## config.mk

```make
export PLATFORM = sky130hd
export DESIGN_NAME = gcc_cell
export DESIGN_NICKNAME = d
export VERILOG_FILES = /design/src/design/gcc_pkg.sv /design/src/design/gcc_cell.sv
export SDC_FILE = /design/constraint.sdc
export NUM_CORES = 1
export LEC_CHECK = 0
export BUFFER_PORTS_ARGS = -buffer_cell sky130_fd_sc_hd__buf_2
export CAP_MARGIN = 5
export CORE_AREA = 5 5 245 247
export DETAILED_ROUTE_END_ITERATION = 10
export DIE_AREA = 0 0 250 252
export PLACE_DENSITY = 0.66
export SLEW_MARGIN = 20
export SYNTH_ARGS = -nofsm -noshare
export SYNTH_HDL_FRONTEND = slang
export SYNTH_SLANG_ARGS = --single-unit
```

## constraint.sdc

```tcl
create_clock -name i_clk -period 33.3 [get_ports i_clk]
set_input_delay 9.99 -clock i_clk [delete_from_list [all_inputs] [get_ports i_clk]]
set_output_delay 9.99 -clock i_clk [all_outputs]
set_load 0.02 [all_outputs]
```

## src/design/gcc_pkg.sv

```systemverilog
// Shared types and constants for the greedy coin change unit.
package gcc_pkg;

    localparam int MAX_COINS = 8;
    localparam int IDX_W     = 3;
    localparam int AMT_W     = 31;
    localparam int COIN_W    = 16;
    localparam int DIV_W     = 32;
    localparam int STEPS     = 8;
    localparam int BITS_PER_STEP = DIV_W / STEPS;
    localparam int PADDR_W   = 5;

    typedef logic [MAX_COINS-1:0][COIN_W-1:0] t_coins;
    typedef logic [MAX_COINS-1:0][AMT_W-1:0]  t_counts;

    // word travelling down the chain of cells
    typedef struct packed {
        logic              zero;
        logic [AMT_W-1:0]  rem;
        logic [AMT_W-1:0]  total;
        t_counts           counts;
    } t_token;

endpackage

```

## src/design/gcc_cell.sv

```systemverilog
// One cell of the chain: divides the remainder by one denomination, 4 bits a cycle.
module gcc_cell #(
    parameter int IDX = 0
) (
    input  logic                       i_clk,
    input  logic                       i_rst_n,
    input  logic                       i_valid,
    input  gcc_pkg::t_token            i_tok,
    input  logic [gcc_pkg::COIN_W-1:0] i_coin,
    output logic                       o_valid,
    output gcc_pkg::t_token            o_tok,
    output logic                       o_busy
);

    localparam logic [gcc_pkg::IDX_W-1:0] LAST_STEP = gcc_pkg::IDX_W'(gcc_pkg::STEPS - 1);

    logic                       r_act, n_act;
    logic [gcc_pkg::IDX_W-1:0]  r_step, n_step;
    gcc_pkg::t_token            r_tok, n_tok;
    logic [gcc_pkg::DIV_W-1:0]  r_d, n_d, dv;
    logic [gcc_pkg::COIN_W-1:0] r_p, n_p, pv;
    logic [gcc_pkg::DIV_W-1:0]  r_q, n_q, qv;
    logic [gcc_pkg::COIN_W:0]   p17;
    logic                       done;

    assign done   = r_act && (r_step == LAST_STEP);
    assign o_busy = r_act && (r_step != LAST_STEP);
    assign o_valid = done;

    // restoring division, a few quotient bits per cycle
    always_comb begin
        pv = r_p;
        dv = r_d;
        qv = r_q;
        p17 = '0;
        for (int b = 0; b < gcc_pkg::BITS_PER_STEP; b++) begin
            p17 = {pv, dv[gcc_pkg::DIV_W-1]};
            dv  = {dv[gcc_pkg::DIV_W-2:0], 1'b0};
            if (i_coin != '0 && p17 >= {1'b0, i_coin}) begin
                p17 = p17 - {1'b0, i_coin};
                qv  = {qv[gcc_pkg::DIV_W-2:0], 1'b1};
            end else begin
                qv  = {qv[gcc_pkg::DIV_W-2:0], 1'b0};
            end
            pv = p17[gcc_pkg::COIN_W-1:0];
        end
    end

    always_comb begin
        o_tok = r_tok;
        o_tok.counts[IDX] = qv[gcc_pkg::AMT_W-1:0];
        o_tok.total = r_tok.total + qv[gcc_pkg::AMT_W-1:0];
        if (i_coin != '0) begin
            o_tok.rem = {{(gcc_pkg::AMT_W-gcc_pkg::COIN_W){1'b0}}, pv};
        end
    end

    always_comb begin
        n_act  = r_act;
        n_step = r_step;
        n_tok  = r_tok;
        n_d    = r_d;
        n_p    = r_p;
        n_q    = r_q;
        if (i_valid && !o_busy) begin
            n_act  = 1'b1;
            n_step = '0;
            n_tok  = i_tok;
            n_d    = {1'b0, i_tok.rem};
            n_p    = '0;
            n_q    = '0;
        end else if (r_act) begin
            n_d = dv;
            n_p = pv;
            n_q = qv;
            if (done) begin
                n_act = 1'b0;
            end else begin
                n_step = r_step + gcc_pkg::IDX_W'(1);
            end
        end
    end

    always_ff @(posedge i_clk) begin
        if (!i_rst_n) begin
            r_act  <= 1'b0;
            r_step <= '0;
        end else begin
            r_act  <= n_act;
            r_step <= n_step;
        end
        r_tok <= n_tok;
        r_d   <= n_d;
        r_p   <= n_p;
        r_q   <= n_q;
    end

endmodule

```

# Yosys cells after proc, flatten, opt, wreduce, memory -nomap -nowiden
# Index checks and enable logic that the tools add are counted.
# Widths: inputs -> output; s select.
# totals
reg_bits	359
inputBits	330
output_inout_bits	313
wordCells	56
# op_classes
bitwise_logic	2
n_mux	14
n_eq_ne	2
magnitude_cmp	4
n_addsub	6
reduce_logical	12
# ops
operator	count
$mux 31	3
$ge 17x16->1	4
$mux 16	4
$sub 16x16->16	4
$add 31x31->31	1
$reduce_bool 16->1	1
$logic_and 1x1->1	7
$mux 1	7
$add 3x1->3 const B	1
$eq 3x3->1 const B	1
$ne 3x3->1 const B	1
$not 1->1	2
$reduce_and 2->1	1
$reduce_bool 2->1	1
$reduce_or 2->1	1
$logic_not 1->1	1

# Logic depth before layout (Yosys ltp)
# Gate-level depths: netlist of run 1.
# depth
word_depth	13
depth_mapped	58
ltp_nobuf	53

# Worst setup path before layout of run 1
# OpenSTA, ideal clock, no wires.
# synth_timing
kind	input -> output
startpoint	in i_coin[10] (netlist name)
endpoint	out o_tok[278] (netlist name)
stages	57
path_buffers	5
setup_slack_ps	1086
arrival_time_ps	22224
required_time_ps	23310
cell_sequence	inv_1 ha_1 buf_6 a21oi_1 o21ai_1 a221o_1 a22o_1 o21ai_2 buf_2 nor2_1 a21oi_1 inv_1 ha_1 nor2b_1 o31ai_1 a31oi_1 o21ai_0 o21ai_1 [21 not listed] nand4b_1 o32ai_1 nand2b_1 nand2_4 buf_2 ha_1 fa_1 a21o_1 a21oi_1 nor2b_1 o41a_1 a22oi_1 o31ai_1 a221o_1 o21ba_2 a41o_1 o21ba_2 xnor2_1
# synth_rtl
item	line	rtl
start, declared	gcc_cell.sv:9	input logic [gcc_pkg::COIN_W-1:0] i_coin,
end, declared	gcc_cell.sv:11	output gcc_pkg::t_token o_tok,

==> out/metrics.cfg, run 1 <==
[drt]
vias = 13953
viasPerCell = 4.87
drt_pre_antenna_iters = 5
routed_wl_mm = 72.7
drc_errors = 0
ant_nets = 0
avgRoutedWirePerCell_um = 25.4
drt_first_iter_violations = 1005

[floorplan]
die_area_um2 = 63000
rows = 88
die_h_um = 252
initial_core_util_pct = 32.3
io_pins = 643
coreArea_um2 = 57400
die_w_um = 250

[synth]
synth_seq_cells = 359
syn_avg_cell_area_um2 = 12.0
yosysSeqAreaShare_pct = 55.5
yosys-top-cells-area = edfxtp_1 50%, buf_4 8.9%, ha_1 6.5%
synth_flop_cell = edfxtp_1
ys_types = 72
synth_area_um2 = 18600
synth_cells = 1544
async_reset_ff_share_pct = 0
syn_nets = 1975
yosys.area.top_type_share_pct = 50.3
synth-warning-count = 0
yosys.area.top_type = edfxtp_1
synth_edf_count = 311

[final_layout]
nets = 2489
area_growth_pct = 24.4
finish.utilization_pct = 40.2
final_cells = 2865
drive_gt1_share_pct = 40.3
n_fill_cell = 5555

[clock_tree]
cts.sinks = 359
max-clock-path-buffers = 3
h-tree-depth = 2
cts-root-buf = clkbuf_16
clk_latency_ns = 0.56
cts_tree = done
path_clk_slew_ns = 0.06
post_cts_buffers = 0
cts-buffers-inserted = 42

[timing]
maxSlewHeadroom_pct = 29.6
tns_ns = 0
tightest_slew_ns = 1.06
hold_violations = 0
final.min_clock_period_ns = 32.57
fmax_mhz = 30.7
finalSetupViolCount = 0
final.setup.worst_slack_ns = 0.725
final.setup_skew_ns = 0.0235
drv_slew = 0
post-route-period-util_pct = 97.8

[setup_path]
worstSetupEndpointType = output pin
crit_path_start_kind = input pin
slowest_stage = or4_1
worstPathArrival_ns = 22.58
r2r_slack_ns = 22.95
slowest_delay_ns = 0.54
r2r_cells = 44
regToRegStartpoint = r_d[31]
setup.worst_path.start = i_coin[1]
rr_endpoint = r_p[4]
worstPathRequired_ns = 23.31
critPathMostFrequentCell = ha_1
crit_end = o_tok[278]
crit_type = input pin to output pin
crit_fanout = 7

[global_route]
groute.usage.overall_pct = 21.8
grt_pass1_wl_mm = 99.9
grt_max_degree = 112
antenna_found_initial = 47
gr-total-overflow = 0
grt_pass1_vias = 13788

[status]
outcome = finished, final reports clean

[placement]
dp_slack_ns = 0.194
dp_cells = 2778
portBuffers = 611
gp_congestion = 1.03
hpwl_mm = 60.6

[job]
max-cap-violations = 0

[min_path]
hold_class = flop to flop

worst max-delay path: cells and delay by family:
family | cells | cell delay, ns
buffers and inverters | 8 | 1.22
xor gates and xnor gates | 1 | 0.15
adders and majority gates | 6 | 1.91
AOI/OAI and AO/OA | 24 | 5.90
and+or+nand+nor | 15 | 3.02
muxes | 1 | 0.38
worst min path at each step:
stage	startpoint	end	slack, ns	cells past startpoint
2_1_floorplan	r_d[27]	r_d[31]	0.46	2
4_1_cts	r_d[27]	r_d[31]	0.49	2
6_report	r_d[27]	r_d[31]	0.49	2
3_3_place_gp	r_d[27]	r_d[31]	0.47	2
3_5_place_dp	r_d[27]	r_d[31]	0.48	2
5_1_grt	r_d[27]	r_d[31]	0.52	2
flip-flops by register name (all words and copies together), names as in the netlist:
name	cells
r_tok	62
o_tok	218
r_step	3
r_act	1
r_q	27
r_p	16
r_d	32
synth_stat cells, drive strengths merged, types with 17 or more instances:
cell	number
edfxtp	311
xnor2	58
clkbuf	26
inv	39
xor2	20
nor2b	19
nor3	19
dfxtp	48
nand2	122
o21ai	49
buf	227
ha	96
and2	23
mux2i	46
a21oi	79
nand2b	17
a21o	23
a211oi	19
nor2	109
o21a	18
mux2	28
cells in the final DEF (no fill, tap or decap), types with 46 or more instances in the layout:
cell,synthesis,layout
buf_4,219,109
xnor2_1,58,58
edfxtp_1,311,311
mux2i_1,46,46
nand2_1,121,121
dfxtp_1,48,47
buf_2,4,610
nor2_1,109,109
ha_1,96,96
a21oi_1,77,75
per-layer routing:
layer / share of wire (%) / track usage (%)
met5: 0.25 / 0
met4: 2.0 / 4.10
met3: 8.0 / 5.36
met2: 50 / 38.1
met1: 40 / 27.9
cell type report:
class | count | area, um2 | area share (%)
Sequential cell | 359 | 10300 | 44.6
Clock buffer | 54 | 1130 | 4.88
Multi-Input combinational cell | 893 | 6350 | 27.5
Clock inverter | 21 | 203 | 0.878
Tap cell | 765 | 957 | 4.15
Inverter | 39 | 154 | 0.667
Antenna cell | 11 | 27.5 | 0.119
Timing Repair Buffer | 723 | 3960 | 17.2
cell families after synthesis:
logic type	after synthesis	synth area share (%)
flops	359	55.5
buf+inv	292	10.5
xor+xnor	78	3.68
mux	74	4.18
fa+ha+maj	101	7.01
compound gates	264	9.48
simple gates	376	9.58
timing repair:
action | CTS | global route
hold buffers | 0 | 0
hold endpoints to repair | 0 | 0
resized for setup | 0 | 13
endpoints found under the setup margin | 0 | 5
through the flow:
step | hold WS (ns) | cell area [um2]
5_1_grt | 0.520 | 23100
4_1_cts | 0.490 | 23000
2_1_floorplan | 0.457 | 18600
3_3_place_gp | 0.466 | 21600
3_5_place_dp | 0.475 | 21600
6_report | 0.491 | 23100
Power of run 1 is left out: the tool's default activity adds up to more than one toggle a clock period on the data nets, which glitch-free logic cannot reach.
==> run 2: changes to the inputs <==
--- a/config.mk
+++ b/config.mk
@@ -7,10 +7,10 @@
 export LEC_CHECK = 0
 export BUFFER_PORTS_ARGS = -buffer_cell sky130_fd_sc_hd__buf_2
 export CAP_MARGIN = 5
-export CORE_AREA = 5 5 245 247
+export CORE_AREA = 4 4 251 253
 export DETAILED_ROUTE_END_ITERATION = 10
-export DIE_AREA = 0 0 250 252
-export PLACE_DENSITY = 0.66
+export DIE_AREA = 0 0 255 257
+export PLACE_DENSITY = 0.63
 export SLEW_MARGIN = 20
 export SYNTH_ARGS = -nofsm -noshare
 export SYNTH_HDL_FRONTEND = slang
==> out/metrics.cfg, run 2 (synthesized netlist as in run 1, its figures left out) <==
[status]
outcome = finished, final reports clean

[global_route]
grt_pass1_vias = 13990  ; +1.5%
grt_max_degree = 165  ; +47%
groute.usage.overall_pct = 21.6  ; -0.23 points
antenna_found_initial = 34  ; -28%
grt_pass1_wl_mm = 101  ; +1.2%
gr-total-overflow = 0  ; unchanged

[setup_path]
slowest_stage = or4_1
worstPathRequired_ns = 23.31  ; about the same
crit_type = input pin to output pin
critPathMostFrequentCell = buf_4
crit_fanout = 15  ; +8
worstPathArrival_ns = 22.65  ; +0.07 ns
worstSetupEndpointType = output pin
crit_path_start_kind = input pin
slowest_delay_ns = 0.46  ; -0.08 ns

[timing]
finalSetupViolCount = 0  ; unchanged
tightest_slew_ns = 1.03  ; -0.0287 ns
final.setup_skew_ns = 0.0107  ; -0.0129 ns
final.setup.worst_slack_ns = 0.656  ; -0.0696 ns
post-route-period-util_pct = 98.0  ; +0.21 points
drv_slew = 0  ; unchanged
final.min_clock_period_ns = 32.64  ; +0.0696 ns
maxSlewHeadroom_pct = 31.5  ; +1.9 points
tns_ns = 0  ; unchanged
hold_violations = 0  ; unchanged
fmax_mhz = 30.6  ; -0.21%

[final_layout]
final_cell_mix = 611 x buf_2, 311 x edfxtp_1, 121 x nand2_1, 116 x buf_4, 109 x nor2_1
largest_reg_flops = 218  ; unchanged
area_growth_pct = 25.6
drive_gt1_share_pct = 41.0  ; +0.73 points
finish.utilization_pct = 38.2  ; -2.1 points
layout_commonest_cell = buf_2
n_fill_cell = 6045  ; +8.8%
nets = 2498  ; +0.36%

[drt]
drt_first_iter_violations = 943  ; -6.2%
routed_wl_mm = 73.3  ; +0.84%
drt_pre_antenna_iters = 5  ; unchanged
ant_nets = 0  ; unchanged
drc_errors = 0  ; unchanged
vias = 13966  ; +0.093%
avgRoutedWirePerCell_um = 25.3  ; -0.38%
viasPerCell = 4.82  ; -1.1%

[job]
max-cap-violations = 0  ; unchanged

[clock_tree]
cts-root-buf = clkbuf_16
cts_tree = done
cts-buffers-inserted = 45  ; +7.1%
cts.sinks = 359  ; unchanged
max-clock-path-buffers = 3  ; unchanged
clk_latency_ns = 0.57  ; about the same
path_clk_slew_ns = 0.05  ; about the same
h-tree-depth = 2  ; unchanged
hold_buffers = 0  ; unchanged

[floorplan]
die_area_um2 = 65500  ; +4.0%
initial_core_util_pct = 30.4  ; -1.9 points
io_pins = 643  ; unchanged
coreArea_um2 = 61000  ; +6.4%
rows = 91  ; +3.4%
die_h_um = 257  ; +2.0%
die_w_um = 255  ; +2.0%

[min_path]
hold_class = flop to flop

[placement]
dp_slack_ns = 0.0863  ; -0.108 ns
hpwl_mm = 60.8  ; +0.44%
gp_congestion = 1.03  ; -0.39%
portBuffers = 611  ; unchanged

[run 2: cell count changes in the layout (fill, tap and decap cells not counted), sizes merged]
cell | before | now
bufinv | 3 | 4
clkbuf | 54 | 48
diode | 11 | 7
buf | 723 | 729
clkinvlp | 2 | 5
inv | 43 | 41
clkinv | 12 | 24
[run 2: worst paths after layout]
kind	start	end	slack [ns]	cells after the start
worst max-delay path	i_coin[8]	o_tok[278]	0.66	57
worst max register to register	r_p[7]	r_p[5]	22.71	44
worst min register to register	r_d[27]	r_d[31]	0.49	2
worst min-delay path	r_d[27]	r_d[31]	0.49	2
[run 2: metal layers]
metal / vias up / wire, um / global-route usage, %
li1: 6449 / - / -
met1: 6790 / 29400 / 26.6
met2: 556 / 36200 / 37.2
met3: 135 / 5250 / 5.80
met4: 36 / 2220 / 5.91
met5: - / 269 / 0
[run 2: area by class of cell]
cell class	instances	area, um2	area share, %
repair buffers	729	3970	17.0
well taps	790	988	4.24
flip-flops and latches	359	10300	44.2
inverters	39	154	0.660
clock inverters	35	313	1.34
clock buffers	48	1160	4.97
diodes	7	17.5	0.0752
multi-input cells	893	6400	27.5
[run 2: per-stage QoR]
step | area, um2 | std cells | hold slack (ns)
floorplan | 18600 | 1544 | 0.457
global placement | 21700 | 2809 | 0.475
detailed placement | 21700 | 2809 | 0.486
CTS | 23200 | 2892 | 0.501
global route | 23300 | 2895 | 0.524
finish | 23300 | 2900 | 0.493
[run 2: worst max-delay path: cells and delay by family]
family | cells | cell delay [ns]
mux | 3 | 1.01
xor+xnor | 1 | 0.14
compound gates | 30 | 6.88
buf+inv | 10 | 1.63
fa+ha+maj | 6 | 1.83
simple gates | 7 | 1.12
[run 2: repair_timing]
item | in CTS | in global routing
endpoints found under the setup margin | 0 | 9
resized for setup | 0 | 20
endpoints found under the hold margin | 0 | 0
setup buffers | 0 | 1
Power of run 2 is left out for the same reason.
