## config.mk

```make
export PLATFORM = sky130hd
export DESIGN_NAME = gcc_emit
export DESIGN_NICKNAME = d
export VERILOG_FILES = /design/src/design/gcc_pkg.sv /design/src/design/gcc_emit.sv
export SDC_FILE = /design/constraint.sdc
export NUM_CORES = 1
export LEC_CHECK = 0
export BUFFER_PORTS_ARGS = -buffer_cell sky130_fd_sc_hd__buf_4
export CAP_MARGIN = 20
export CORE_AREA = 10 10 194 196
export DETAILED_ROUTE_END_ITERATION = 10
export DIE_AREA = 0 0 204 206
export PLACE_DENSITY_LB_ADDON = 0.12
export REMOVE_ABC_BUFFERS = 1
export SYNTH_ARGS = -nofsm -noshare
export SYNTH_HDL_FRONTEND = slang
export SYNTH_SLANG_ARGS = --single-unit
```

## constraint.sdc

```tcl
create_clock -name i_clk -period 1.9 [get_ports i_clk]
set_input_delay 0.38 -clock i_clk [delete_from_list [all_inputs] [get_ports i_clk]]
set_output_delay 0.38 -clock i_clk [all_outputs]
set_load 0.02 [all_outputs]
```

## src/design/gcc_pkg.sv

```systemverilog
// Shared types and constants for the greedy coin change unit.
package gcc_pkg;

    localparam int MAX_COINS = 8;
    localparam int IDX_W     = 3;
    localparam int AMT_W     = 31;
    localparam int COIN_W    = 16;
    localparam int DIV_W     = 32;
    localparam int STEPS     = 8;
    localparam int BITS_PER_STEP = DIV_W / STEPS;
    localparam int PADDR_W   = 5;

    typedef logic [MAX_COINS-1:0][COIN_W-1:0] t_coins;
    typedef logic [MAX_COINS-1:0][AMT_W-1:0]  t_counts;

    // word travelling down the chain of cells
    typedef struct packed {
        logic              zero;
        logic [AMT_W-1:0]  rem;
        logic [AMT_W-1:0]  total;
        t_counts           counts;
    } t_token;

endpackage

```

## src/design/gcc_emit.sv

```systemverilog
// Serializes one finished word into its result words, one per cycle.
module gcc_emit #(
    parameter int NUM_COINS = gcc_pkg::MAX_COINS
) (
    input  logic                       i_clk,
    input  logic                       i_rst_n,
    input  logic                       i_valid,
    input  gcc_pkg::t_token            i_tok,
    input  gcc_pkg::t_coins            i_sorted,
    output logic                       o_valid,
    output logic [gcc_pkg::COIN_W-1:0] o_denomination,
    output logic [gcc_pkg::AMT_W-1:0]  o_coin_count,
    output logic [gcc_pkg::AMT_W-1:0]  o_total_coins,
    output logic                       o_status,
    output logic                       o_last
);

    localparam logic [gcc_pkg::IDX_W-1:0] LAST_IDX = gcc_pkg::IDX_W'(NUM_COINS - 1);

    logic                      r_act, n_act;
    logic [gcc_pkg::IDX_W-1:0] r_idx, n_idx;
    logic                      r_single, n_single;
    logic                      r_status, n_status;
    gcc_pkg::t_token           r_tok, n_tok;
    logic                      is_last;

    assign is_last = r_single || (r_idx == LAST_IDX);

    always_comb begin
        n_act    = r_act;
        n_idx    = r_idx;
        n_single = r_single;
        n_status = r_status;
        n_tok    = r_tok;
        if (i_valid) begin
            n_act    = 1'b1;
            n_idx    = '0;
            n_single = i_tok.zero || (i_tok.rem != '0);
            n_status = !i_tok.zero && (i_tok.rem != '0);
            n_tok    = i_tok;
        end else if (r_act) begin
            if (is_last) begin
                n_act = 1'b0;
            end else begin
                n_idx = r_idx + gcc_pkg::IDX_W'(1);
            end
        end
    end

    always_comb begin
        o_valid        = r_act;
        o_status       = r_status;
        o_last         = is_last;
        o_denomination = r_single ? '0 : i_sorted[r_idx];
        o_coin_count   = r_single ? '0 : r_tok.counts[r_idx];
        o_total_coins  = (is_last && !r_single) ? r_tok.total : '0;
    end

    always_ff @(posedge i_clk) begin
        if (!i_rst_n) begin
            r_act <= 1'b0;
            r_idx <= '0;
        end else begin
            r_act <= n_act;
            r_idx <= n_idx;
        end
        r_single <= n_single;
        r_status <= n_status;
        r_tok    <= n_tok;
    end

endmodule

```

After elaboration in Yosys (flattened, before gate mapping)
Cells that the tools add are included.

operators by class
  mux-type cells = 10
  $lt $le $gt $ge = 1
  $add $sub $neg = 1
  reduce and logical (&&, ||, !) cells = 9
  equal/unequal tests = 1
  bitwise operators = 2

operators by type and width
  cell                                                                           count
  31-bit binary-select mux with 3-bit select                                     1
  31-bit 2-to-1 mux                                                              3
  16-bit binary-select mux with 3-bit select                                     1
  16-bit 2-to-1 mux                                                              2
  31-bit nonzero test                                                            1
  3-bit by 4-bit less-than comparator with 1-bit output (second input constant)  1
  3-bit by 1-bit adder with 3-bit output (second input constant)                 1
  3-bit equality test (second input constant)                                    1
  1-bit 2-to-1 mux                                                               3
  1-bit logical AND                                                              2
  1-bit zero test                                                                2
  1-bit logical OR                                                               2
  1-bit inverter                                                                 2
  2-bit AND reduction                                                            1
  2-bit OR reduction                                                             1

storage, ports and cells
  word-level logic and storage cells = 37
  output and inout bits = 81
  bits of input ports = 442
  register bits after elaboration = 285

Longest topological paths before layout
Gate-level depths: netlist of run 1.

  depth after elaboration = 5
  depth in mapped cells = 6

Least setup slack after synthesis of run 1
OpenSTA, ideal clock, no wires.

  path type = register to output
  from = register r_idx[0] (netlist name)
  to = output o_denomination[10] (netlist name)
  cell stages (with the launch flop) = 6
  path slack = 0.030 ns
  buffers on the path = 2
  data arrival time = 1.490 ns
  data required time = 1.520 ns
  path through = dfxtp_1 -> buf_6 -> buf_2 -> mux4_2 -> mux2i_1 -> nor2_1

on the way
  cells in the longest elaborated chain, start to end = 3

RTL lines
  element                                     line            text
  start: declaration                          gcc_emit.sv:21  logic [gcc_pkg::IDX_W-1:0] r_idx, n_idx;
  start signal: assignment                    gcc_emit.sv:65  r_idx <= n_idx;
  16-bit binary-select mux with 3-bit select  gcc_emit.sv:54  o_denomination = r_single ? '0 : i_sorted[r_idx];
  16-bit 2-to-1 mux (not written as such)     gcc_emit.sv:54
  16-bit 2-to-1 mux                           gcc_emit.sv:54
  end: declaration                            gcc_emit.sv:11  output logic [gcc_pkg::COIN_W-1:0] o_denomination,

No other way between the ends. The select of a mux whose other input is x is not followed.

Final worst setup path of run 1
  from = register r_idx[0] (netlist name)
  to = output o_total_coins[0] (netlist name)

on the way
  cells in the longest elaborated chain, start to end = 4

RTL lines
  element              line            text
  3-bit equality test  gcc_emit.sv:27  assign is_last = r_single || (r_idx == LAST_IDX);
  1-bit logical OR     gcc_emit.sv:27
  1-bit logical AND    gcc_emit.sv:56  o_total_coins = (is_last && !r_single) ? r_tok.total : '0;
  31-bit 2-to-1 mux    gcc_emit.sv:56
  end: declaration     gcc_emit.sv:13  output logic [gcc_pkg::AMT_W-1:0] o_total_coins,

No other way between the ends.

==> results of run 1 <==
logic make-up (layout without fill, tap and decap cells):
family                     after synthesis  count (layout)  share of synthesized area
AOI/OAI and AO/OA                        2               2                    0.00105
and+or+nand+nor                         96              96                     0.0408
xor gates and xnor gates                 1               1                   0.000734
adders and majority gates                2               2                    0.00210
buffers and inverters                   36             923                     0.0217
other                                    0               6                          0
muxes                                  143             143                      0.220
DFF                                    285             285                      0.714
routing by layer:
metal | global-route usage | wire length, um
met5 | 0 | 10
met2 | 0.346 | 22200
met3 | 0.0699 | 3640
met4 | 0.0518 | 1080
met1 | 0.231 | 16000
power groups by stage:
| stage | Sequential [mW] | Combinational (mW) | Clock (mW) |
|---|---|---|---|
| 6_report | 7.58 | 2.10 | 5.79 |
| 5_1_grt | 7.62 | 2.25 | 6.22 |
| 4_1_cts | 7.58 | 2.10 | 5.96 |
| 3_5_place_dp | 7.70 | 1.56 | 0 |
| 3_3_place_gp | 7.69 | 1.55 | 0 |
| 2_1_floorplan | 7.69 | 0.460 | 0 |
final timing paths:
check | from | slack [ns] | to
max reg2reg | r_idx[0]$_SDFFE_PP0P_ | 0.31 | r_idx[2]$_SDFFE_PP0P_
min reg2reg | r_idx[2]$_SDFFE_PP0P_ | 0.67 | r_idx[2]$_SDFFE_PP0P_
min | i_tok[310] | 0.1 | o_status$_DFFE_PP_
max | r_idx[0]$_SDFFE_PP0P_ | -0.69 | o_total_coins[0]
registers in the layout, summed over array words and instances, names as in the netlist:
name	count
o_status	1
r_tok	279
r_single	1
r_idx	3
o_valid	1
metrics by stage:
step           hold slack, ns  cell area [um2]  instances
2_1_floorplan           0.479            11700        529
3_3_place_gp            0.558            16700       1550
3_5_place_dp            0.559            16700       1550
4_1_cts                0.0520            21000       1902
5_1_grt                0.0640            21100       1912
6_report               0.0983            21100       1913
cell type report:
cell class                      instances  area (um2)  share of cell area
Sequential cell                       285        8530               0.405
Timing Repair Buffer                  867        7710               0.366
Multi-Input combinational cell        244        3270               0.155
Clock buffer                           40         810              0.0385
Tap cell                              455         569              0.0270
Clock inverter                         16         151             0.00719
Antenna cell                            6        15.0            0.000713
synthesized netlist by cell type:
cell type	number
mux2i_1	49
or2_2	1
nor3b_2	1
dfxtp_1	4
buf_6	1
nor3_1	1
and4_1	2
nor4_1	7
buf_2	12
mux4_1	5
nand3b_1	1
nor2b_1	1
ha_1	2
buf_4	1
nand2b_1	1
and2_1	31
xnor2_1	1
nor2_1	50
mux4_2	89
buf_12	6
clkbuf_1	16
edfxtp_1	281
o21a_1	1
a21oi_1	1
timing repair:
| item | 4_1_cts | 5_1_grt |
|---|---|---|
| setup endpoints to repair | 79 | 79 |
| resized for setup | 76 | 7 |
| cloned | 4 | 0 |
| hold buffers | 280 | 0 |
| hold endpoints to repair | 280 | 0 |
| setup buffers | 12 | 5 |
==> flow_metrics.tcl, run 1 <==
set metrics [dict create \
    final_common_cell "buf_4" \
    comb_power_share 0.136 \
    hold_viol_final 0 \
    fin_crit_sh 1.36 \
    critPathMaxFanout 7 \
    grt_max_degree 53 \
    maxCapViolCount 0 \
    avgViaCountPerCell 4.64 \
    timing.critical_path.buf_inv 4 \
    ys_seq_area_frac 0.714 \
    ant_nets 0 \
    skew_ns 0.000426 \
    cts_root_buf "clkbuf_16" \
    avgSynthCellArea_um2 21.1 \
    dpl.hpwl_mm 29.9 \
    p_leak_nw 8.28 \
    vdd_ir_drop_max_mv 0.791 \
    synth_cells 565 \
    r2r_cells 8 \
    hold_class "input port to flop" \
    synthTopCellsByArea "edfxtp_1, mux4_2, mux2i_1, and2_1, nor2_1" \
    worstSkewPairLatency_ns 0.56 \
    utilization 0.620 \
    pre_cts_ws_ns -0.210 \
    cts_buffers 31 \
    antenna_found_initial 7 \
    rsz0062_at_grt "yes" \
    num_vias 8867 \
    drt-pass1-iter-count 4 \
    synth_top_area_frac 0.707 \
    port_buffers 522 \
    pwr-share-seq 0.490 \
    die_w_um 204 \
    status "finished with violations" \
    path_cells "buf_4 -> ha_4 -> ha_4 -> nor2b_4 -> buf_12 -> bufbuf_16 -> and2_4 -> buf_6" \
    synth_seq_cells 285 \
    grt_usage 0.199 \
    clkTransAtPathRegs_ns 0.06 \
    drt-initial-drc-count 351 \
    detail_route.wirelength_mm 43.0 \
    pwr-share-clk 0.374 \
    dieArea_um2 42000 \
    core.rowCount 68 \
    netSwitchingPower_mw 3.24 \
    cts.path.max_buffers 3 \
    worst_slew_pin_slew_ns 0.340 \
    syn2layout_area_growth_pct 76.4 \
    layout-drive-gt1-share 0.523 \
    coreArea_um2 33900 \
    cp.depth 8 \
    finalCriticalPeriod_ns 2.59 \
    slew_viol_final 0 \
    fin_setup_tns_ns -48.17 \
    syn_area_um2 11900 \
    cts_tree "yes" \
    power_density_nw_per_um2 735 \
    clock_sinks 285 \
    crit_path_end_kind "output port" \
    path_class "flop to output port" \
    violations "setup timing" \
    n_fill_cell 2493 \
    setup_viol 79 \
    setup_slack_ns -0.690 \
    grt_pass1_wl_mm 63.5 \
    synth.distinct_cells 24 \
    drc 0 \
    fp.dieH_um 206 \
    p_sw_frac 0.210 \
    slew_headroom 0.773 \
    final_cell_mix "buf_4, edfxtp_1, dlygate4sd3_1, mux4_2, nor2_1" \
    fin_nets 1873 \
    cpLargestDelayFamily "buffers and inverters" \
    overflow 0 \
    cp-start-kind "flop" \
    start_util 0.352 \
    max_clock_freq_mhz 386 \
    grt_pass1_vias 10300 \
    cp_slowest_cell "dfxtp_4" \
    crit_top_cell "ha_4" \
    place.gp.congestion 0.779 \
    ioPinCount 523 \
    crit_path_max_incr_delay_ns 0.37 \
    p_int_mw 12.2 \
    crit_arrival_ns 2.21 \
    ys_warn_count 0 \
    avgRoutedWirePerCell_um 22.5 \
    h-tree-depth 1 \
    cp.required_ns 1.52 \
    finalPower_mw 15.5 \
    yosys.area.top_type "edfxtp_1" \
    hold_depth 2 \
]
(Power assumes the default switching activity.)
==> inputs of run 2 (changes only) <==
--- a/config.mk
+++ b/config.mk
@@ -5,11 +5,12 @@
 export SDC_FILE = /design/constraint.sdc
 export NUM_CORES = 1
 export LEC_CHECK = 0
+export ABC_AREA = 1
 export BUFFER_PORTS_ARGS = -buffer_cell sky130_fd_sc_hd__buf_4
 export CAP_MARGIN = 20
-export CORE_AREA = 10 10 194 196
+export CORE_AREA = 3 3 202 204
 export DETAILED_ROUTE_END_ITERATION = 10
-export DIE_AREA = 0 0 204 206
+export DIE_AREA = 0 0 205 207
 export PLACE_DENSITY_LB_ADDON = 0.12
 export REMOVE_ABC_BUFFERS = 1
 export SYNTH_ARGS = -nofsm -noshare
==> run 2 against run 1 <==
Against the previous run: the run still ends with setup timing left; sequential power hardly changed; setup slack better by 0.22 ns; routed wire length is 11% higher; die area is 0.98% higher; area after synthesis is 16% higher; total power is 4.7% higher; critical endpoint is now o_coin_count[17].
==> flow_metrics.tcl, run 2 <==
set metrics [dict create \
    status "finished with violations" \
    violations "setup timing" \
    drc 0 \
    p_sw_frac 0.233 \
    cts.path.max_buffers 3 \
    grt_pass1_vias 12800 \
    clock_sinks 285 \
    crit_path_end_kind "output port" \
    pwr-share-clk 0.380 \
    detail_route.wirelength_mm 47.6 \
    cp-start-kind "flop" \
    ant_nets 0 \
    cts_tree "yes" \
    vdd_ir_drop_max_mv 0.700 \
    top_regs "r_tok x279, r_idx x3" \
    h-tree-depth 2 \
    utilization 0.575 \
    comb_power_share 0.151 \
    p_int_mw 12.4 \
    fin_setup_tns_ns -29.45 \
    largest_reg_flops 279 \
    worst_slew_pin_slew_ns 0.443 \
    ys_seq_area_frac 0.615 \
    path_class "flop to output port" \
    grt_max_degree 46 \
    slew_headroom 0.705 \
    fin_nets 2745 \
    synth.distinct_cells 18 \
    dpl.hpwl_mm 32.0 \
    start_util 0.351 \
    cp.required_ns 1.52 \
    grt_pass1_wl_mm 70.0 \
    crit_arrival_ns 1.99 \
    drt-pass1-iter-count 5 \
    synthTopCellsByArea "edfxtp_1, nand2_1, inv_1, nand3_1, nor2_1" \
    skew_ns 0.00414 \
    port_buffers 522 \
    synth_commonest_cells "nand2_1, inv_1, edfxtp_1" \
    synth_cells 1611 \
    clkTransAtPathRegs_ns 0.06 \
    final_common_cell "buf_4" \
    syn_area_um2 13900 \
    drt-initial-drc-count 679 \
    cts_root_buf "clkbuf_16" \
    synth_edf_count 281 \
    fp.dieH_um 207 \
    ioPinCount 523 \
    async_flop_share 0 \
    syn2layout_area_growth_pct 63.9 \
    max_clock_freq_mhz 423 \
    dieArea_um2 42400 \
    setup_slack_ns -0.467 \
    avgSynthCellArea_um2 8.60 \
    synth.most_common_cell "nand2_1" \
    netSwitchingPower_mw 3.77 \
    num_vias 12900 \
    critPathMaxFanout 6 \
    avgRoutedWirePerCell_um 16.7 \
    overflow 0 \
    power_density_nw_per_um2 714 \
    maxCapViolCount 0 \
    setup_viol 79 \
    n_fill_cell 3511 \
    hold_class "input port to flop" \
    layout-drive-gt1-share 0.359 \
    synth_ff_type "edfxtp_1" \
    antenna_found_initial 4 \
    slew_viol_final 0 \
    hold_ws_ns 0.0301 \
    core.rowCount 73 \
    yosys.area.top_type "edfxtp_1" \
    die_w_um 205 \
    synth_seq_cells 285 \
    p_leak_nw 11.1 \
    cts_buffers 34 \
    place.gp.congestion 0.856 \
    coreArea_um2 39500 \
    ys_warn_count 0 \
    synth_top_area_frac 0.609 \
    rsz0062_at_grt "yes" \
    top_register "r_tok" \
    finalPower_mw 16.2 \
    final_cell_mix "buf_4, nand2_1, inv_1, edfxtp_1, nand3_1" \
    hold_viol_final 0 \
    worstSkewPairLatency_ns 0.53 \
    avgViaCountPerCell 4.50 \
    fin_crit_sh 1.25 \
    grt_usage 0.213 \
    finalCriticalPeriod_ns 2.37 \
    pwr-share-seq 0.468 \
]
## run 2: cell types whose count changed in the layout (fill, tap and decap cells not counted), sizes merged, moves of 7 or more
cell / previous run / this run
mux4: 94 / 0
mux2i: 49 / 0
clkbuf: 40 / 49
dlygate4sd3: 280 / 119
nor2: 50 / 147
and2: 31 / 0
inv: 1 / 322
nand3: 0 / 189
nor4: 7 / 0
nand2: 0 / 582
buf: 585 / 612
## run 2: cell type report
cell class	count	area [um2]	share of cell area
inverters	321	1220	0.0537
diodes	4	10.0	0.000441
clock buffers	45	913	0.0402
clock inverters	15	123	0.00540
well taps	525	657	0.0289
multi-input cells	924	4420	0.195
repair buffers	735	6830	0.301
flip-flops and latches	285	8530	0.376
## run 2: what timing repair did
item | CTS | global route
buffers inserted | 19 | 2
resized for setup | 137 | 147
gates cloned | 12 | 4
hold buffers | 118 | 1
endpoints found under the setup margin | 79 | 79
pin swaps | 54 | 65
hold endpoints to repair | 118 | 1
## run 2: final timing paths
check	slack (ns)	endpoint	startpoint	cells past startpoint
hold reg to reg	0.61	r_idx[2]$_SDFFE_PP0P_	r_idx[2]$_SDFFE_PP0P_	2
hold / removal	0.03	r_tok[91]$_DFFE_PP_	i_tok[91]	1
setup reg to reg	0.30	r_idx[0]$_SDFFE_PP0P_	r_idx[0]$_SDFFE_PP0P_	9
setup / recovery	-0.47	o_coin_count[17]	r_idx[0]$_SDFFE_PP0P_	10
## run 2: cell families after synthesis
kind of cell / share of synthesized area
buffers and inverters: 0.116
and+or+nand+nor: 0.266
AOI/OAI and AO/OA: 0.00181
DFF: 0.615
adders and majority gates: 0.00181
## run 2: worst max-delay path: stages (launching register included)
cell	delay [ns]
dfxtp_4	0.42
inv_8	0.06
buf_16	0.13
buf_12	0.15
buf_12	0.15
nand2_2	0.04
nand3_1	0.08
nand3_2	0.11
nand2_2	0.05
nor2_2	0.13
buf_6	0.13
## run 2: stage by stage
stage                     area [um2]  setup WS (ns)  std cells
after floorplan                13500          -4.36       1530
after global routing           22700         -0.546       2854
final                          22700         -0.467       2854
after global placement         18900         0.0620       2635
after detailed placement       18900         0.0852       2635
after CTS                      22000         -0.476       2843
## run 2: power groups by stage
stage          sequential [mW]  clock (mW)  combinational, mW
2_1_floorplan             7.71           0              0.734
3_3_place_gp              7.70           0               1.99
3_5_place_dp              7.71           0               2.00
4_1_cts                   7.58        6.34               2.38
5_1_grt                   7.63        6.57               2.70
6_report                  7.59        6.16               2.45
## run 2: routing by layer
| layer | GRT usage | part of all wire | vias up |
|---|---|---|---|
| met1 | 0.249 | 0.39 | 5924 |
| met5 | 0 | 0 | - |
| li1 | - | - | 6362 |
| met3 | 0.0539 | 0.074 | 83 |
| met4 | 0.0672 | 0.029 | 0 |
| met2 | 0.381 | 0.51 | 481 |
==> inputs of run 3 (changes only) <==
--- a/config.mk
+++ b/config.mk
@@ -7,12 +7,13 @@
 export LEC_CHECK = 0
 export ABC_AREA = 1
 export BUFFER_PORTS_ARGS = -buffer_cell sky130_fd_sc_hd__buf_4
-export CAP_MARGIN = 20
 export CORE_AREA = 3 3 202 204
+export CTS_CLUSTER_DIAMETER = 150
 export DETAILED_ROUTE_END_ITERATION = 10
 export DIE_AREA = 0 0 205 207
 export PLACE_DENSITY_LB_ADDON = 0.12
 export REMOVE_ABC_BUFFERS = 1
+export SETUP_SLACK_MARGIN = 0.4
 export SYNTH_ARGS = -nofsm -noshare
 export SYNTH_HDL_FRONTEND = slang
 export SYNTH_SLANG_ARGS = --single-unit
==> run 3 against run 2 <==
Against the previous run: the run still ends with setup timing left; setup slack worse by 0.018 ns; cell count is 0.32% higher; die area stayed put; global-route usage is 0.087 points lower; largest power group unchanged.
==> flow_metrics.tcl, run 3 (synthesis gave the netlist of run 2 again) <==
set metrics [dict create \
    slew_viol_final 0 \
    ioPinCount 523 \
    drc 0 \
    avgRoutedWirePerCell_um 16.9 \
    crit_path_max_incr_delay_ns 0.42 \
    skew_ns 0.00582 \
    vdd_ir_drop_max_mv 0.756 \
    clock_sinks 285 \
    path_class "flop to output port" \
    setup_viol 79 \
    cts.path.max_buffers 3 \
    crit_path_end_kind "output port" \
    cts_buffers 34 \
    antenna_found_initial 2 \
    dieArea_um2 42400 \
    h-tree-depth 2 \
    power_density_nw_per_um2 709 \
    worstSkewPairLatency_ns 0.53 \
    largest_reg_flops 279 \
    fin_area_um2 22900 \
    start_util 0.351 \
    place_area_um2 18900 \
    worst_slew_pin_slew_ns 0.436 \
    top_regs "r_tok x279, r_idx x3" \
    fin_nets 2756 \
    max_clock_freq_mhz 419 \
    hp-start "i_tok[91]" \
    fin_crit_sh 1.26 \
    cts_tree "yes" \
    regToRegEndpoint "r_idx[2]$_SDFFE_PP0P_" \
    hold_viol_final 0 \
    cp.required_ns 1.52 \
    detail_route.wirelength_mm 48.3 \
    avgViaCountPerCell 4.51 \
    hold_class "input port to flop" \
    die_w_um 205 \
    drt-initial-drc-count 675 \
    hold_path_end "r_tok[91]$_DFFE_PP_" \
    rsz0062_at_grt "yes" \
    status "finished with violations" \
    hold_ws_ns 0.0268 \
    cp_slowest_cell "dfxtp_4" \
    cts_root_buf "clkbuf_16" \
    syn2layout_area_growth_pct 65.4 \
    p_leak_nw 11.2 \
    layout-drive-gt1-share 0.364 \
    grt_pass1_wl_mm 69.6 \
    core.rowCount 73 \
    overflow 0 \
    cp-start-kind "flop" \
    rrSetupSlack_ns 0.42 \
    final_cell_mix "buf_4, nand2_1, inv_1, edfxtp_1, nand3_1" \
    r2r_cells 9 \
    place.gp.congestion 0.856 \
    clkTransAtPathRegs_ns 0.06 \
    crit_arrival_ns 2.00 \
    grt_usage 0.212 \
    critPathMaxFanout 6 \
    slew_headroom 0.709 \
    ant_nets 0 \
    startpoint "r_idx[0]$_SDFFE_PP0P_" \
    maxCapViolCount 0 \
    grt_pass1_vias 12800 \
    coreArea_um2 39500 \
    num_vias 12900 \
    port_buffers 522 \
    finalPower_mw 16.2 \
    path_cells "inv_8 -> buf_16 -> buf_12 -> clkbuf_16 -> nand2_1 -> nand3_1 -> nand2_1 -> nor2_1 -> nor2_1 -> buf_4" \
    final_common_cell "buf_4" \
    setup_slack_ns -0.485 \
    top_register "r_tok" \
    violations "setup timing" \
    n_fill_cell 3507 \
    dpl.hpwl_mm 32.0 \
    reg2reg_from "r_idx[0]$_SDFFE_PP0P_" \
    finalCriticalPeriod_ns 2.38 \
    fp.dieH_um 207 \
    grt_max_degree 46 \
    hold_depth 1 \
    drt-pass1-iter-count 5 \
    utilization 0.580 \
]
[run 3: cell types whose count changed in the layout (fill, tap and decap cells not counted), moves of 6 or more]
cell	before	now
buf_6	37	43
clkbuf_16	39	45
nand2_2	77	69
nand3_1	153	147
nand3_2	35	41
[run 3: worst max path at each step]
| stage | end | slack, ns | cells after the start |
|---|---|---|---|
| after detailed placement | o_coin_count[13] | 0.09 | 9 |
| after global routing | o_denomination[3] | -0.54 | 10 |
| after CTS | o_coin_count[16] | -0.48 | 8 |
| after global placement | o_coin_count[18] | 0.06 | 9 |
| after floorplan | o_coin_count[0] | -4.36 | 6 |
| final | o_denomination[4] | -0.48 | 10 |
[run 3: where the power goes]
| part | internal (mW) | leakage [nW] | total, mW | switching (mW) |
|---|---|---|---|---|
| combinational | 1.34 | 7.89 | 2.48 | 1.15 |
| clock | 3.65 | 0.503 | 6.17 | 2.52 |
| sequential | 7.45 | 2.79 | 7.59 | 0.135 |
[run 3: worst max-delay path: cells and delay by family, from the launching register on]
kind | cells | cell delay [ns]
buf+inv | 5 | 0.67
flops | 1 | 0.42
simple gates | 5 | 0.38
[run 3: what timing repair did]
item | in CTS | in global routing
hold endpoints to repair | 118 | 5
gates resized for setup | 91 | 208
endpoints found under the setup margin | 79 | 84
cloned | 8 | 12
pin swaps | 22 | 110
hold buffers | 118 | 5
setup buffers | 16 | 7
[run 3: cell type report]
cell class	instances	area, um2	area share
antenna	2	5.00	0.000219
clock buffer	45	913	0.0399
tap	525	657	0.0287
clock inverter	15	123	0.00535
sequential	285	8530	0.372
multi-input combinational	924	4500	0.196
inverter	321	1220	0.0534
timing repair buffer	746	6960	0.304
[run 3: layer usage]
metal  vias up  GRT usage  share of wire
met1      5953      0.248           0.39
met3        83     0.0541          0.075
met5         -          0              0
met4         0     0.0683          0.027
met2       491      0.378           0.51
li1       6377          -              -
[run 3: per-stage QoR]
step,worst slack (ns),cells,setup TNS (ns)
finish,-0.485,2863,-29.46
global route,-0.545,2863,-37.18
CTS,-0.480,2837,-32.07
detailed placement,0.0852,2635,0
global placement,0.0620,2635,0
floorplan,-4.36,1530,-322.34
